**config.mk**
```make
export PLATFORM = sky130hd
export DESIGN_NAME = matrix_multiply_top_flat
export DESIGN_NICKNAME = d
export VERILOG_FILES = /design/src/design/mm_pkg.sv /design/src/design/mm_if.sv /design/src/design/matrix_multiply_top.sv /design/src/flat_wrapper.sv
export SDC_FILE = /design/constraint.sdc
export NUM_CORES = 2
export LEC_CHECK = 0
export BUFFER_PORTS_ARGS = -buffer_cell sky130_fd_sc_hd__buf_2
export CAP_MARGIN = 20
export CORE_ASPECT_RATIO = 0.75
export CORE_UTILIZATION = 57
export CTS_BUF_LIST = sky130_fd_sc_hd__clkbuf_8
export CTS_CLUSTER_DIAMETER = 30
export CTS_CLUSTER_SIZE = 16
export DETAILED_ROUTE_END_ITERATION = 10
export PLACE_DENSITY = 0.73
export SYNTH_ARGS = -nofsm -noshare
export SYNTH_HDL_FRONTEND = slang
export SYNTH_SLANG_ARGS = --single-unit
```
**constraint.sdc**
```tcl
create_clock -name clk -period 19.1 [get_ports clk]
set_input_delay 0.955 -clock clk [delete_from_list [all_inputs] [get_ports clk]]
set_output_delay 0.955 -clock clk [all_outputs]
set_load 0.03 [all_outputs]
```
**src/design/mm_pkg.sv**
```systemverilog
// Package: sizes, codes and shared types of the matrix multiply block.
package mm_pkg;

	localparam int MAX_DIM   = 8;
	localparam int ELEM_BITS = 16;
	localparam int SUM_BITS  = 35;
	localparam int IDX_BITS  = 3;
	localparam int DIM_BITS  = 4;
	localparam int ADDR_BITS = 2 * IDX_BITS;
	localparam int PROD_BITS = 2 * ELEM_BITS;
	localparam int CFG_IDX_BITS = 2;

	localparam logic [DIM_BITS-1:0] DIM_RESET = DIM_BITS'(MAX_DIM);

	typedef enum logic [1:0] {
		MODE_LOAD_A  = 2'd0,
		MODE_LOAD_B  = 2'd1,
		MODE_COMPUTE = 2'd2
	} mm_mode_t;

	typedef enum logic [CFG_IDX_BITS-1:0] {
		CFG_ROWS_OF_A  = 2'd0,
		CFG_INNER_SIZE = 2'd1,
		CFG_COLS_OF_B  = 2'd2
	} mm_cfg_idx_t;

	typedef enum logic [1:0] {
		ST_IDLE,
		ST_RUN,
		ST_DRAIN
	} mm_state_t;

	// Tags that travel with one multiply-accumulate through the pipe.
	typedef struct packed {
		logic [IDX_BITS-1:0] row;
		logic [IDX_BITS-1:0] col;
		logic                first;
		logic                last_k;
		logic                last_all;
	} mm_tag_t;

	// Register value to last index: zero acts as one, above MAX_DIM saturates.
	function automatic logic [IDX_BITS-1:0] dim_last(input logic [DIM_BITS-1:0] d);
		logic [IDX_BITS-1:0] r;
		if (d == '0)
			r = '0;
		else if (d > DIM_BITS'(MAX_DIM))
			r = IDX_BITS'(MAX_DIM - 1);
		else
			r = IDX_BITS'(d - DIM_BITS'(1));
		return r;
	endfunction

endpackage

```
**src/design/mm_if.sv**
```systemverilog
// Channel interfaces: load/compute items, result beats, configuration writes.
interface mm_in_if;
	import mm_pkg::*;
	logic                        valid;
	logic                        ready;
	logic [1:0]                  mode;
	logic [IDX_BITS-1:0]         row;
	logic [IDX_BITS-1:0]         col;
	logic signed [ELEM_BITS-1:0] value;
	modport source (output valid, mode, row, col, value, input ready);
	modport sink   (input valid, mode, row, col, value, output ready);
endinterface

interface mm_out_if;
	import mm_pkg::*;
	logic                       valid;
	logic                       ready;
	logic [IDX_BITS-1:0]        out_row;
	logic [IDX_BITS-1:0]        out_col;
	logic signed [SUM_BITS-1:0] sum;
	logic                       last;
	modport source (output valid, out_row, out_col, sum, last, input ready);
	modport sink   (input valid, out_row, out_col, sum, last, output ready);
endinterface

interface mm_cfg_if;
	import mm_pkg::*;
	logic                    valid;
	logic                    ready;
	logic [CFG_IDX_BITS-1:0] index;
	logic [DIM_BITS-1:0]     data;
	modport source (output valid, index, data, input ready);
	modport sink   (input valid, index, data, output ready);
endinterface

```
**src/design/matrix_multiply_top.sv**
```systemverilog
// Matrix multiply top level: element stores, MAC sequencer and result register.
// Load items (mode 0/1) are written straight into the stores; the block stays ready.
// A compute item runs rows*cols*inner multiply-accumulate steps through one MAC unit
// (one read of each store per cycle unless a result beat is stalled); ready returns
// once the pipe has drained after the last step, and results leave via the result register.
// Reset clears control and restores all dimensions to 8; store contents stay undefined.
module matrix_multiply_top
	import mm_pkg::*;
(
	input  logic     clk,
	input  logic     arst_n,
	mm_in_if.sink    items,
	mm_out_if.source results,
	mm_cfg_if.sink   cfg
);

	// configuration registers, always writable
	logic [DIM_BITS-1:0] rows_q, inner_q, cols_q;

	assign cfg.ready = 1'b1;

	always_ff @(posedge clk or negedge arst_n) begin
		if (!arst_n) begin
			rows_q  <= DIM_RESET;
			inner_q <= DIM_RESET;
			cols_q  <= DIM_RESET;
		end else if (cfg.valid) begin
			unique case (cfg.index)
				CFG_ROWS_OF_A:  rows_q  <= cfg.data;
				CFG_INNER_SIZE: inner_q <= cfg.data;
				CFG_COLS_OF_B:  cols_q  <= cfg.data;
				default: ;
			endcase
		end
	end

	// sequencer state
	mm_state_t state_q, state_d;
	logic [IDX_BITS-1:0] i_q, j_q, k_q;
	logic [IDX_BITS-1:0] ilast_q, jlast_q, klast_q;

	// pipe: s1 = store read data, s2 = product
	logic                        v_s1, v_s2;
	mm_tag_t                     tag_s1, tag_s2;
	logic signed [ELEM_BITS-1:0] rd_a_s1, rd_b_s1;
	logic signed [PROD_BITS-1:0] prod_s2;
	logic signed [SUM_BITS-1:0]  acc_q;

	// result register
	logic                       out_valid_q;
	logic [IDX_BITS-1:0]        out_row_q, out_col_q;
	logic signed [SUM_BITS-1:0] out_sum_q;
	logic                       out_last_q;

	logic    adv;       // whole pipe moves; holds while a result beat is stalled
	logic    issue;
	logic    start;
	logic    load_a, load_b;
	mm_tag_t tag_new;
	logic signed [SUM_BITS-1:0] prod_ext, acc_next;

	assign adv   = !out_valid_q || results.ready;
	assign issue = (state_q == ST_RUN) && adv;

	assign items.ready = (state_q == ST_IDLE);

	always_comb begin
		load_a = 1'b0;
		load_b = 1'b0;
		start  = 1'b0;
		if (items.valid && items.ready) begin
			unique case (items.mode)
				MODE_LOAD_A:  load_a = 1'b1;
				MODE_LOAD_B:  load_b = 1'b1;
				MODE_COMPUTE: start  = 1'b1;
				default: ;   // mode 3: no effect
			endcase
		end
	end

	always_comb begin
		tag_new.row      = i_q;
		tag_new.col      = j_q;
		tag_new.first    = (k_q == '0);
		tag_new.last_k   = (k_q == klast_q);
		tag_new.last_all = (k_q == klast_q) && (j_q == jlast_q) && (i_q == ilast_q);
	end

	always_comb begin
		state_d = state_q;
		unique case (state_q)
			ST_IDLE:  if (start) state_d = ST_RUN;
			ST_RUN:   if (issue && tag_new.last_all) state_d = ST_DRAIN;
			ST_DRAIN: if (!v_s1 && !v_s2) state_d = ST_IDLE;
			default:  state_d = ST_IDLE;
		endcase
	end

	always_ff @(posedge clk or negedge arst_n) begin
		if (!arst_n)
			state_q <= ST_IDLE;
		else
			state_q <= state_d;
	end

	// loop counters: k innermost, then column, then row
	always_ff @(posedge clk or negedge arst_n) begin
		if (!arst_n) begin
			i_q     <= '0;
			j_q     <= '0;
			k_q     <= '0;
			ilast_q <= '0;
			jlast_q <= '0;
			klast_q <= '0;
		end else if (start) begin
			i_q     <= '0;
			j_q     <= '0;
			k_q     <= '0;
			ilast_q <= dim_last(rows_q);
			jlast_q <= dim_last(cols_q);
			klast_q <= dim_last(inner_q);
		end else if (issue) begin
			if (k_q != klast_q) begin
				k_q <= k_q + IDX_BITS'(1);
			end else begin
				k_q <= '0;
				if (j_q != jlast_q) begin
					j_q <= j_q + IDX_BITS'(1);
				end else begin
					j_q <= '0;
					i_q <= i_q + IDX_BITS'(1);
				end
			end
		end
	end

	// element stores: one write port, one registered read each
	logic signed [ELEM_BITS-1:0] a_mem [MAX_DIM*MAX_DIM];
	logic signed [ELEM_BITS-1:0] b_mem [MAX_DIM*MAX_DIM];

	always_ff @(posedge clk) begin
		if (load_a)
			a_mem[{items.row, items.col}] <= items.value;
		if (load_b)
			b_mem[{items.row, items.col}] <= items.value;
		if (adv) begin
			rd_a_s1 <= a_mem[{i_q, k_q}];
			rd_b_s1 <= b_mem[{k_q, j_q}];
		end
	end

	// pipe valids
	always_ff @(posedge clk or negedge arst_n) begin
		if (!arst_n) begin
			v_s1 <= 1'b0;
			v_s2 <= 1'b0;
		end else if (adv) begin
			v_s1 <= issue;
			v_s2 <= v_s1;
		end
	end

	// multiply stage
	always_ff @(posedge clk) begin
		if (adv) begin
			tag_s1  <= tag_new;
			tag_s2  <= tag_s1;
			prod_s2 <= rd_a_s1 * rd_b_s1;
		end
	end

	// accumulate: first term of each dot product restarts the sum
	assign prod_ext = SUM_BITS'(prod_s2);
	assign acc_next = tag_s2.first ? prod_ext : acc_q + prod_ext;

	always_ff @(posedge clk) begin
		if (adv && v_s2) begin
			acc_q <= acc_next;
			if (tag_s2.last_k) begin
				out_row_q  <= tag_s2.row;
				out_col_q  <= tag_s2.col;
				out_sum_q  <= acc_next;
				out_last_q <= tag_s2.last_all;
			end
		end
	end

	always_ff @(posedge clk or negedge arst_n) begin
		if (!arst_n)
			out_valid_q <= 1'b0;
		else if (adv && v_s2 && tag_s2.last_k)
			out_valid_q <= 1'b1;
		else if (results.ready)
			out_valid_q <= 1'b0;
	end

	assign results.valid   = out_valid_q;
	assign results.out_row = out_row_q;
	assign results.out_col = out_col_q;
	assign results.sum     = out_sum_q;
	assign results.last    = out_last_q;

	// checks
	a_idle_empty: assert property (@(posedge clk) disable iff (!arst_n)
		items.ready |-> (!v_s1 && !v_s2))
		else $error("ready while MACs in flight");

	a_last_implies_lastk: assert property (@(posedge clk) disable iff (!arst_n)
		v_s2 && tag_s2.last_all |-> tag_s2.last_k)
		else $error("final tag without end of dot product");

	a_result_loaded: assert property (@(posedge clk) disable iff (!arst_n)
		adv && v_s2 && tag_s2.last_k |=> out_valid_q)
		else $error("finished dot product not presented");

	a_k_in_range: assert property (@(posedge clk) disable iff (!arst_n)
		state_q == ST_RUN |-> (k_q <= klast_q && j_q <= jlast_q && i_q <= ilast_q))
		else $error("loop counter past its bound");

	a_last_not_running: assert property (@(posedge clk) disable iff (!arst_n)
		results.valid && results.last |-> !v_s2)
		else $error("last beat while a product is still in the pipe");

endmodule
```
**src/flat_wrapper.sv**
```systemverilog
// flat-port wrapper written by rule: the top's interface ports become plain ports
module matrix_multiply_top_flat import mm_pkg::*;
  (clk, arst_n, items_valid, items_mode, items_row, items_col, items_value, items_ready, results_valid, results_out_row, results_out_col, results_sum, results_last, results_ready, cfg_valid, cfg_index, cfg_data, cfg_ready);
  mm_in_if items_i ();
  mm_out_if results_i ();
  mm_cfg_if cfg_i ();
  input  logic clk;
  input  logic arst_n;
  input wire logic [$bits(items_i.valid)-1:0] items_valid;
  input wire logic [$bits(items_i.mode)-1:0] items_mode;
  input wire logic [$bits(items_i.row)-1:0] items_row;
  input wire logic [$bits(items_i.col)-1:0] items_col;
  input wire logic [$bits(items_i.value)-1:0] items_value;
  output wire logic [$bits(items_i.ready)-1:0] items_ready;
  output wire logic [$bits(results_i.valid)-1:0] results_valid;
  output wire logic [$bits(results_i.out_row)-1:0] results_out_row;
  output wire logic [$bits(results_i.out_col)-1:0] results_out_col;
  output wire logic [$bits(results_i.sum)-1:0] results_sum;
  output wire logic [$bits(results_i.last)-1:0] results_last;
  input wire logic [$bits(results_i.ready)-1:0] results_ready;
  input wire logic [$bits(cfg_i.valid)-1:0] cfg_valid;
  input wire logic [$bits(cfg_i.index)-1:0] cfg_index;
  input wire logic [$bits(cfg_i.data)-1:0] cfg_data;
  output wire logic [$bits(cfg_i.ready)-1:0] cfg_ready;
  assign items_i.valid = items_valid;
  assign items_i.mode = items_mode;
  assign items_i.row = items_row;
  assign items_i.col = items_col;
  assign items_i.value = items_value;
  assign items_ready = items_i.ready;
  assign results_valid = results_i.valid;
  assign results_out_row = results_i.out_row;
  assign results_out_col = results_i.out_col;
  assign results_sum = results_i.sum;
  assign results_last = results_i.last;
  assign results_i.ready = results_ready;
  assign cfg_i.valid = cfg_valid;
  assign cfg_i.index = cfg_index;
  assign cfg_i.data = cfg_data;
  assign cfg_ready = cfg_i.ready;
  matrix_multiply_top u_core (.clk(clk), .arst_n(arst_n), .items(items_i), .results(results_i), .cfg(cfg_i));
endmodule
```
After elaboration in Yosys (flattened, before gate mapping)
Memory sizes are Yosys's and may differ from the RTL's. A register that Yosys moved wholly into a read port is not among the register bits.
Index checks and enable logic that the tools add are counted.
{ "totals": {"register_bits": 162, "mem_bits_rw": 2048, "in_bits": 35, "out_inout_bits": 45, "word_cells": 120, "memories": 2} }
{ "memory_table": {"columns": ["memory", "depth", "word_bits", "read_ports", "rd_ports_with_merged_regs", "write_ports", "line", "text"], "rows": [
  ["u_core.a_mem", 64, 16, 1, 1, 1, "matrix_multiply_top.sv:138", "logic signed [ELEM_BITS-1:0] a_mem [MAX_DIM*MAX_DIM];"],
  ["u_core.b_mem", 64, 16, 1, 1, 1, "matrix_multiply_top.sv:139", "logic signed [ELEM_BITS-1:0] b_mem [MAX_DIM*MAX_DIM];"]
]} }
{ "classes": {"n_addsub": 7, "mul": 1, "order_cmp": 3, "eq_ne": 16, "n_mux": 34, "n_reduce_logical": 28} }
{ "ops": {"columns": ["operator", "n"], "rows": [
  ["3-bit two-way mux", 17],
  ["35-bit by 32-bit adder with 35-bit output", 1],
  ["35-bit two-way mux", 1],
  ["16-bit by 16-bit multiplier with 32-bit output", 1],
  ["4-bit > comparator (second input constant)", 3],
  ["4-bit zero test", 3],
  ["1-bit two-way mux", 12],
  ["2-bit AND reduction", 5],
  ["3-bit by 1-bit adder with 3-bit output (second input constant)", 3],
  ["3-bit equality test", 3],
  ["3-bit by 1-bit subtractor with 3-bit output (second input constant)", 3],
  ["1-bit logical AND", 8],
  ["2-bit by 1-bit equality test with 1-bit output (second input constant)", 3],
  ["2-bit equality test (second input constant)", 3],
  ["2-bit zero test", 3],
  ["2-bit two-way mux", 3],
  ["2-bit by 1-bit != test with 1-bit output (second input constant)", 3],
  ["3-bit != test", 2],
  ["2-bit one-hot mux with 3 select lines", 1],
  ["3-bit AND reduction", 2],
  ["2-bit != test (second input constant)", 2],
  ["2-bit nonzero test", 2],
  ["1-bit zero test", 3],
  ["3-bit zero test", 1],
  ["1-bit logical OR", 1]
]} }

Depth between registers and ports, before layout
{ "depth": {"word_depth": 6, "depth_mapped": 24, "mapped_depth_nobuf": 23} }

Least setup slack after synthesis
Ideal clock, no wire load.
{ "synth_path": {"path_kind": "register to register", "from": "reg u_core.rd_b_s1[1] (read register of u_core.b_mem)", "to": "reg u_core.prod_s2[29] (data pin)", "setup_ps": 267, "arrival_time_ps": 5819, "t_required_ps": 18833, "path_slack_ps": 13015, "stages_incl_launch_ff": 22, "n_path_buf": 1, "period_less_slack_ps": 6085, "cell_sequence": "edfxtp_1 -> clkbuf_1 -> nand2_1 -> inv_1 -> fa_1 -> fa_1 -> inv_1 -> fa_1 -> fa_1 -> inv_1 -> fa_1 -> inv_1 -> fa_1 -> inv_1 -> ha_1 -> a21oi_1 -> nor2b_1 -> or4_1 -> nand2b_1 -> a21oi_1 -> nor3b_1 -> xor2_1"} }
{ "synth_via": {"elab_chain_len": 1} }
{ "synth_lines": {"columns": ["item", "line", "text"], "rows": [
  ["start, declared", "matrix_multiply_top.sv:45", "logic signed [ELEM_BITS-1:0] rd_a_s1, rd_b_s1;"],
  ["16-bit by 16-bit multiplier with 32-bit output", "matrix_multiply_top.sv:168", "prod_s2 <= rd_a_s1 * rd_b_s1;"],
  ["end signal, assigned", "matrix_multiply_top.sv:168", null],
  ["end, declared", "matrix_multiply_top.sv:46", "logic signed [PROD_BITS-1:0] prod_s2;"]
]} }
No other way between the ends.
A chain may end at the register's enable or synchronous reset.

Worst setup path in the final report
{ "layout_path": {"from": "reg u_core.rd_a_s1[7] (read register of u_core.a_mem)", "to": "reg u_core.prod_s2[28] (data pin)"} }
{ "layout_via": {"elab_chain_len": 1} }
{ "layout_lines": {"columns": ["item", "line"], "rows": [
  ["start, declared", "matrix_multiply_top.sv:45"],
  ["16-bit by 16-bit multiplier with 32-bit output", "matrix_multiply_top.sv:168"]
]} }
No other way between the ends.

==> run_results.csv <==
group,metric,value,unit
outcome,outcome,"finished clean",
floorplan,boundaryPins,80,
sta,post_layout_worst_setup_margin,12.31,ns
synth,cell_type_with_the_highest_aggregate_area_in_the_netlist,"sky130_fd_sc_hd__edfxtp_1",
global_routing,gr-total-overflow,0,
setup_path,critical_path_buf_inv_count,4,
placed_design,place.detailed.hpwl,136,mm
floorplan,floorplan.initialDensity,57.5,%
setup_path,critical_path.cell_chain,"and2_1 > fa_1 > inv_1 > fa_1 > fa_1 > fa_1 > inv_1 > fa_1 > inv_1 > fa_1 > inv_1 > ha_1 > and3_1 > and3_1 > a21oi_1 > o211a_1 > o41ai_1 > a211o_1 > o311ai_0",
synth,synth.top_cell.area_share,68.7,%
placed_design,port_buffers,78,
setup_path,crit_path_start_kind,"flop",
cells_and_area,layout.nets,5623,
sta,setup_repair_after_global_routing_missed_its_margin,"false",
clocking,ctsRootBufferMaster,"sky130_fd_sc_hd__clkbuf_8",
sta,setup_viol_count_final,0,
drt,vias_per_cell,6.19,
sta,tightest_slew,1.17,ns
setup_path,worst_setup_path_end_kind,"flop",
global_routing,grt_pass1_wl,323,mm
cells_and_area,layout_commonest_cell,"sky130_fd_sc_hd__edfxtp_1",
clocking,cts_buf_count,358,
clocking,clk_transition_reported_paths,0.06,ns
sta,fin_skew,0.121,ns
floorplan,fp-row-count,130,
setup_path,critical_path_required,19.78,ns
synth,yosys.cell_types.count,63,
drt,antenna_violating_nets_post_route,0,
sta,drv_slew,0,
drt,via_count,47900,
placed_design,place_ws,12.33,ns
synth,ys_seq_area_share,69.7,%
global_routing,grt_pass1_vias,47200,
sta,timing.final.crit_period,6.79,ns
setup_path,worst-setup-path-type,"reg -> reg",
sta,final_min_period_over_clock_period,35.6,%
clocking,clock-sinks,2242,
synth,combinational_family_with_the_most_area_after_synthesis,"multiplexers",
setup_path,path_common_cell,"sky130_fd_sc_hd__fa_1",
synth,synth_area,96400,um2
clocking,cts_htree_levels,5,
synth,flip_flop_and_latch_count_after_synthesis,2242,
drt,dr.first_iter.drc_count,6070,
cells_and_area,drive_gt1_share,28.3,%
cells_and_area,sequential_cell_area,67200,um2
synth,synthAdderAreaFrac,7.06,%
synth,synth_enable_flop_cells,2207,
sta,finalSetupTns,0,ns
cells_and_area,most_frequent_cells_in_the_layout,"2,207 x sky130_fd_sc_hd__edfxtp_1, 672 x sky130_fd_sc_hd__mux4_2, 367 x sky130_fd_sc_hd__inv_1, 364 x sky130_fd_sc_hd__clkbuf_8, 263 x sky130_fd_sc_hd__fa_1",
setup_path,arrival,7.47,ns
min_path,min-delay-path-class,"in -> reg",
global_routing,grt_max_degree,130,
sta,finalHoldViolations,0,
synth,netlist_top_cells_area,"sky130_fd_sc_hd__edfxtp_1 69%, sky130_fd_sc_hd__mux4_2 16%, sky130_fd_sc_hd__fa_1 5.5%",
global_routing,gr-usage-all-layers,26.5,%
floorplan,floorplan.die.width,477,um
setup_path,critical-path-top-delay-family,"adder cells",
synth,synthFlopType,"sky130_fd_sc_hd__edfxtp_1",
drt,postRouteWirelength,224,mm
placed_design,placedInstanceArea,100000,um2
floorplan,core-area,168000,um2
setup_path,crit_path_max_fanout,16,
floorplan,die-area,171000,um2
synth,synthesis.area_per_instance,20.1,um2
cells_and_area,fillers,10900,
run,max_cap_violations,0,
clocking,cts_tree,"yes",
cells_and_area,multiInputGateArea,27100,um2
setup_path,cp_peak_stage_delay,0.72,ns
synth,yosys.area_share.xor_xnor,0.636,%
synth,post_synth_simple_gate_area,3.10,%
drt,first_pass_iters,7,
placed_design,globalplace.congestion,0.876,
global_routing,antenna_found_initial,20,
sta,clock.fmax,147,MHz
clocking,insertion_delay,1.03,ns
drt,route.detailed.drc,0,
floorplan,die_h,358,um
sta,relSlewSlack,22.0,%
setup_path,critical-path-slowest-cell,"sky130_fd_sc_hd__o41ai_1",
synth,synth_nets,5222,
cells_and_area,post_route_cell_area,108000,um2
placed_design,placed_cells,7083,
cells_and_area,layout-area-overhead-vs-synth,12.0,%
clocking,clock_tree.buffer_depth,4,
synth,mapped_cells,4801,
cells_and_area,layoutNonFillerInstCount,7730,
clocking,cts.repair.resized,0,
drt,drt-wirelength-per-cell,29.0,um
synth,synth_compound_area_share,1.48,%
synth,synthArstFlopShare,1.56,%
synth,synth-warning-count,0,
synth,synth.mux.area_fraction,15.8,%
-- final cells by class --
type / instances / area share, %
flip-flops and latches: 2242 / 62.2
multi-input cells: 2005 / 25.1
clock buffers: 364 / 4.64
well taps: 2244 / 2.60
clock inverters: 276 / 2.50
repair buffers: 251 / 1.69
inverters: 344 / 1.20
diodes: 4 / 0.00927
-- routing by layer --
metal | GRT usage (%) | wire length (um) | up-vias
li1 | - | - | 19800
met4 | 6.93 | 4670 | 16
met1 | 39.5 | 91500 | 25000
met3 | 10.4 | 30000 | 331
met2 | 36.9 | 97600 | 2663
met5 | 0 | 92 | -
-- cells by family (layout without fill, tap and decap cells) --
kind of cell,after synthesis,count (layout)
DFF,2242,2242
muxes,685,685
and+or+nand+nor,636,636
buffers and inverters,554,1235
adders and majority gates,386,386
AOI/OAI and AO/OA,227,227
xor gates and xnor gates,70,70
other,1,5
-- worst paths after layout --
kind | start | endpoint | slack [ns] | cells after the start
worst max-delay path | u_core.rd_a_s1[7] | u_core.prod_s2[28] | 12.31 | 19
worst min-delay path | cfg_data[1] | u_core.rows_q[1] | 0.20 | 3
worst max register to register | u_core.rd_a_s1[7] | u_core.prod_s2[28] | 12.31 | 19
worst min register to register | u_core.tag_s1[6] | u_core.tag_s2[6] | 0.41 | 0
max in group asynchronous | arst_n | u_core.i_q[0] | 17.90 | 2
min in group asynchronous | arst_n | u_core.j_q[2] | 0.56 | 2
-- worst reg2reg max path, stage by stage, from the launching register on --
cell and delay [ns]:
sky130_fd_sc_hd__edfxtp_1 0.64, sky130_fd_sc_hd__and2_1 0.30, sky130_fd_sc_hd__fa_1 0.53, sky130_fd_sc_hd__inv_1 0.05
sky130_fd_sc_hd__fa_1 0.45, sky130_fd_sc_hd__fa_1 0.50, sky130_fd_sc_hd__fa_1 0.54, sky130_fd_sc_hd__inv_1 0.05
sky130_fd_sc_hd__fa_1 0.48, sky130_fd_sc_hd__inv_1 0.05, sky130_fd_sc_hd__fa_1 0.47, sky130_fd_sc_hd__inv_1 0.04
sky130_fd_sc_hd__ha_1 0.33, sky130_fd_sc_hd__and3_1 0.25, sky130_fd_sc_hd__and3_1 0.17, sky130_fd_sc_hd__a21oi_1 0.13
sky130_fd_sc_hd__o211a_1 0.30, sky130_fd_sc_hd__o41ai_1 0.72, sky130_fd_sc_hd__a211o_1 0.30, sky130_fd_sc_hd__o311ai_0 0.14
-- flip-flops by register name, indices dropped and copies added (netlist names), 2 cells and up --
signal	count
u_core.a_mem	1024
u_core.b_mem	1024
u_core.acc_q	35
u_core.results.sum	35
u_core.prod_s2	32
u_core.rd_a_s1	16
u_core.rd_b_s1	16
u_core.tag_s1	9
u_core.tag_s2	9
u_core.cols_q	4
u_core.inner_q	4
u_core.rows_q	4
u_core.i_q	3
u_core.ilast_q	3
u_core.j_q	3
u_core.jlast_q	3
u_core.k_q	3
u_core.klast_q	3
u_core.results.out_col	3
u_core.results.out_row	3
u_core.state_q	2
-- synthesized netlist by cell type (3+ instances only) --
| library cell | number |
|---|---|
| sky130_fd_sc_hd__mux2_2 | 12 |
| sky130_fd_sc_hd__or2_2 | 4 |
| sky130_fd_sc_hd__buf_1 | 18 |
| sky130_fd_sc_hd__nor3_1 | 18 |
| sky130_fd_sc_hd__or4_1 | 3 |
| sky130_fd_sc_hd__fa_1 | 263 |
| sky130_fd_sc_hd__buf_2 | 51 |
| sky130_fd_sc_hd__nand2b_1 | 21 |
| sky130_fd_sc_hd__ha_1 | 123 |
| sky130_fd_sc_hd__a21oi_1 | 59 |
| sky130_fd_sc_hd__nor2_1 | 180 |
| sky130_fd_sc_hd__and2_1 | 122 |
| sky130_fd_sc_hd__a211o_1 | 6 |
| sky130_fd_sc_hd__inv_1 | 344 |
| sky130_fd_sc_hd__a21o_1 | 25 |
| sky130_fd_sc_hd__o31ai_1 | 3 |
| sky130_fd_sc_hd__o21ai_0 | 69 |
| sky130_fd_sc_hd__nand3b_1 | 11 |
| sky130_fd_sc_hd__nor2b_1 | 11 |
| sky130_fd_sc_hd__dfstp_2 | 3 |
| sky130_fd_sc_hd__mux4_2 | 672 |
| sky130_fd_sc_hd__o21bai_1 | 5 |
| sky130_fd_sc_hd__xor2_1 | 28 |
| sky130_fd_sc_hd__a211oi_1 | 6 |
| sky130_fd_sc_hd__and3_1 | 9 |
| sky130_fd_sc_hd__or3_1 | 5 |
| sky130_fd_sc_hd__xnor2_1 | 42 |
| sky130_fd_sc_hd__or3b_2 | 3 |
| sky130_fd_sc_hd__a31oi_1 | 5 |
| sky130_fd_sc_hd__clkbuf_1 | 140 |
| sky130_fd_sc_hd__o211ai_1 | 8 |
| sky130_fd_sc_hd__o21a_1 | 13 |
| sky130_fd_sc_hd__nor3b_1 | 7 |
| sky130_fd_sc_hd__nand4_1 | 5 |
| sky130_fd_sc_hd__dfrtp_1 | 32 |
| sky130_fd_sc_hd__edfxtp_1 | 2207 |
| sky130_fd_sc_hd__nand2_1 | 216 |
| sky130_fd_sc_hd__o311ai_0 | 3 |
| sky130_fd_sc_hd__nand3_1 | 17 |
-- what timing repair did --
action	4_1_cts	5_1_grt
setup buffers	0	0
hold buffers	1	0
hold endpoints to repair	32	0
-- through the flow --
stage               hold WS (ns)  utilization, %
floorplan                  0.400               -
global placement           0.401            59.7
detailed placement         0.405            59.7
CTS                        0.104            64.4
global route               0.136            64.4
finish                     0.200            64.4
Power is left out: the tool's default activity adds up to more than one toggle a clock period on the data nets, which glitch-free logic cannot reach.
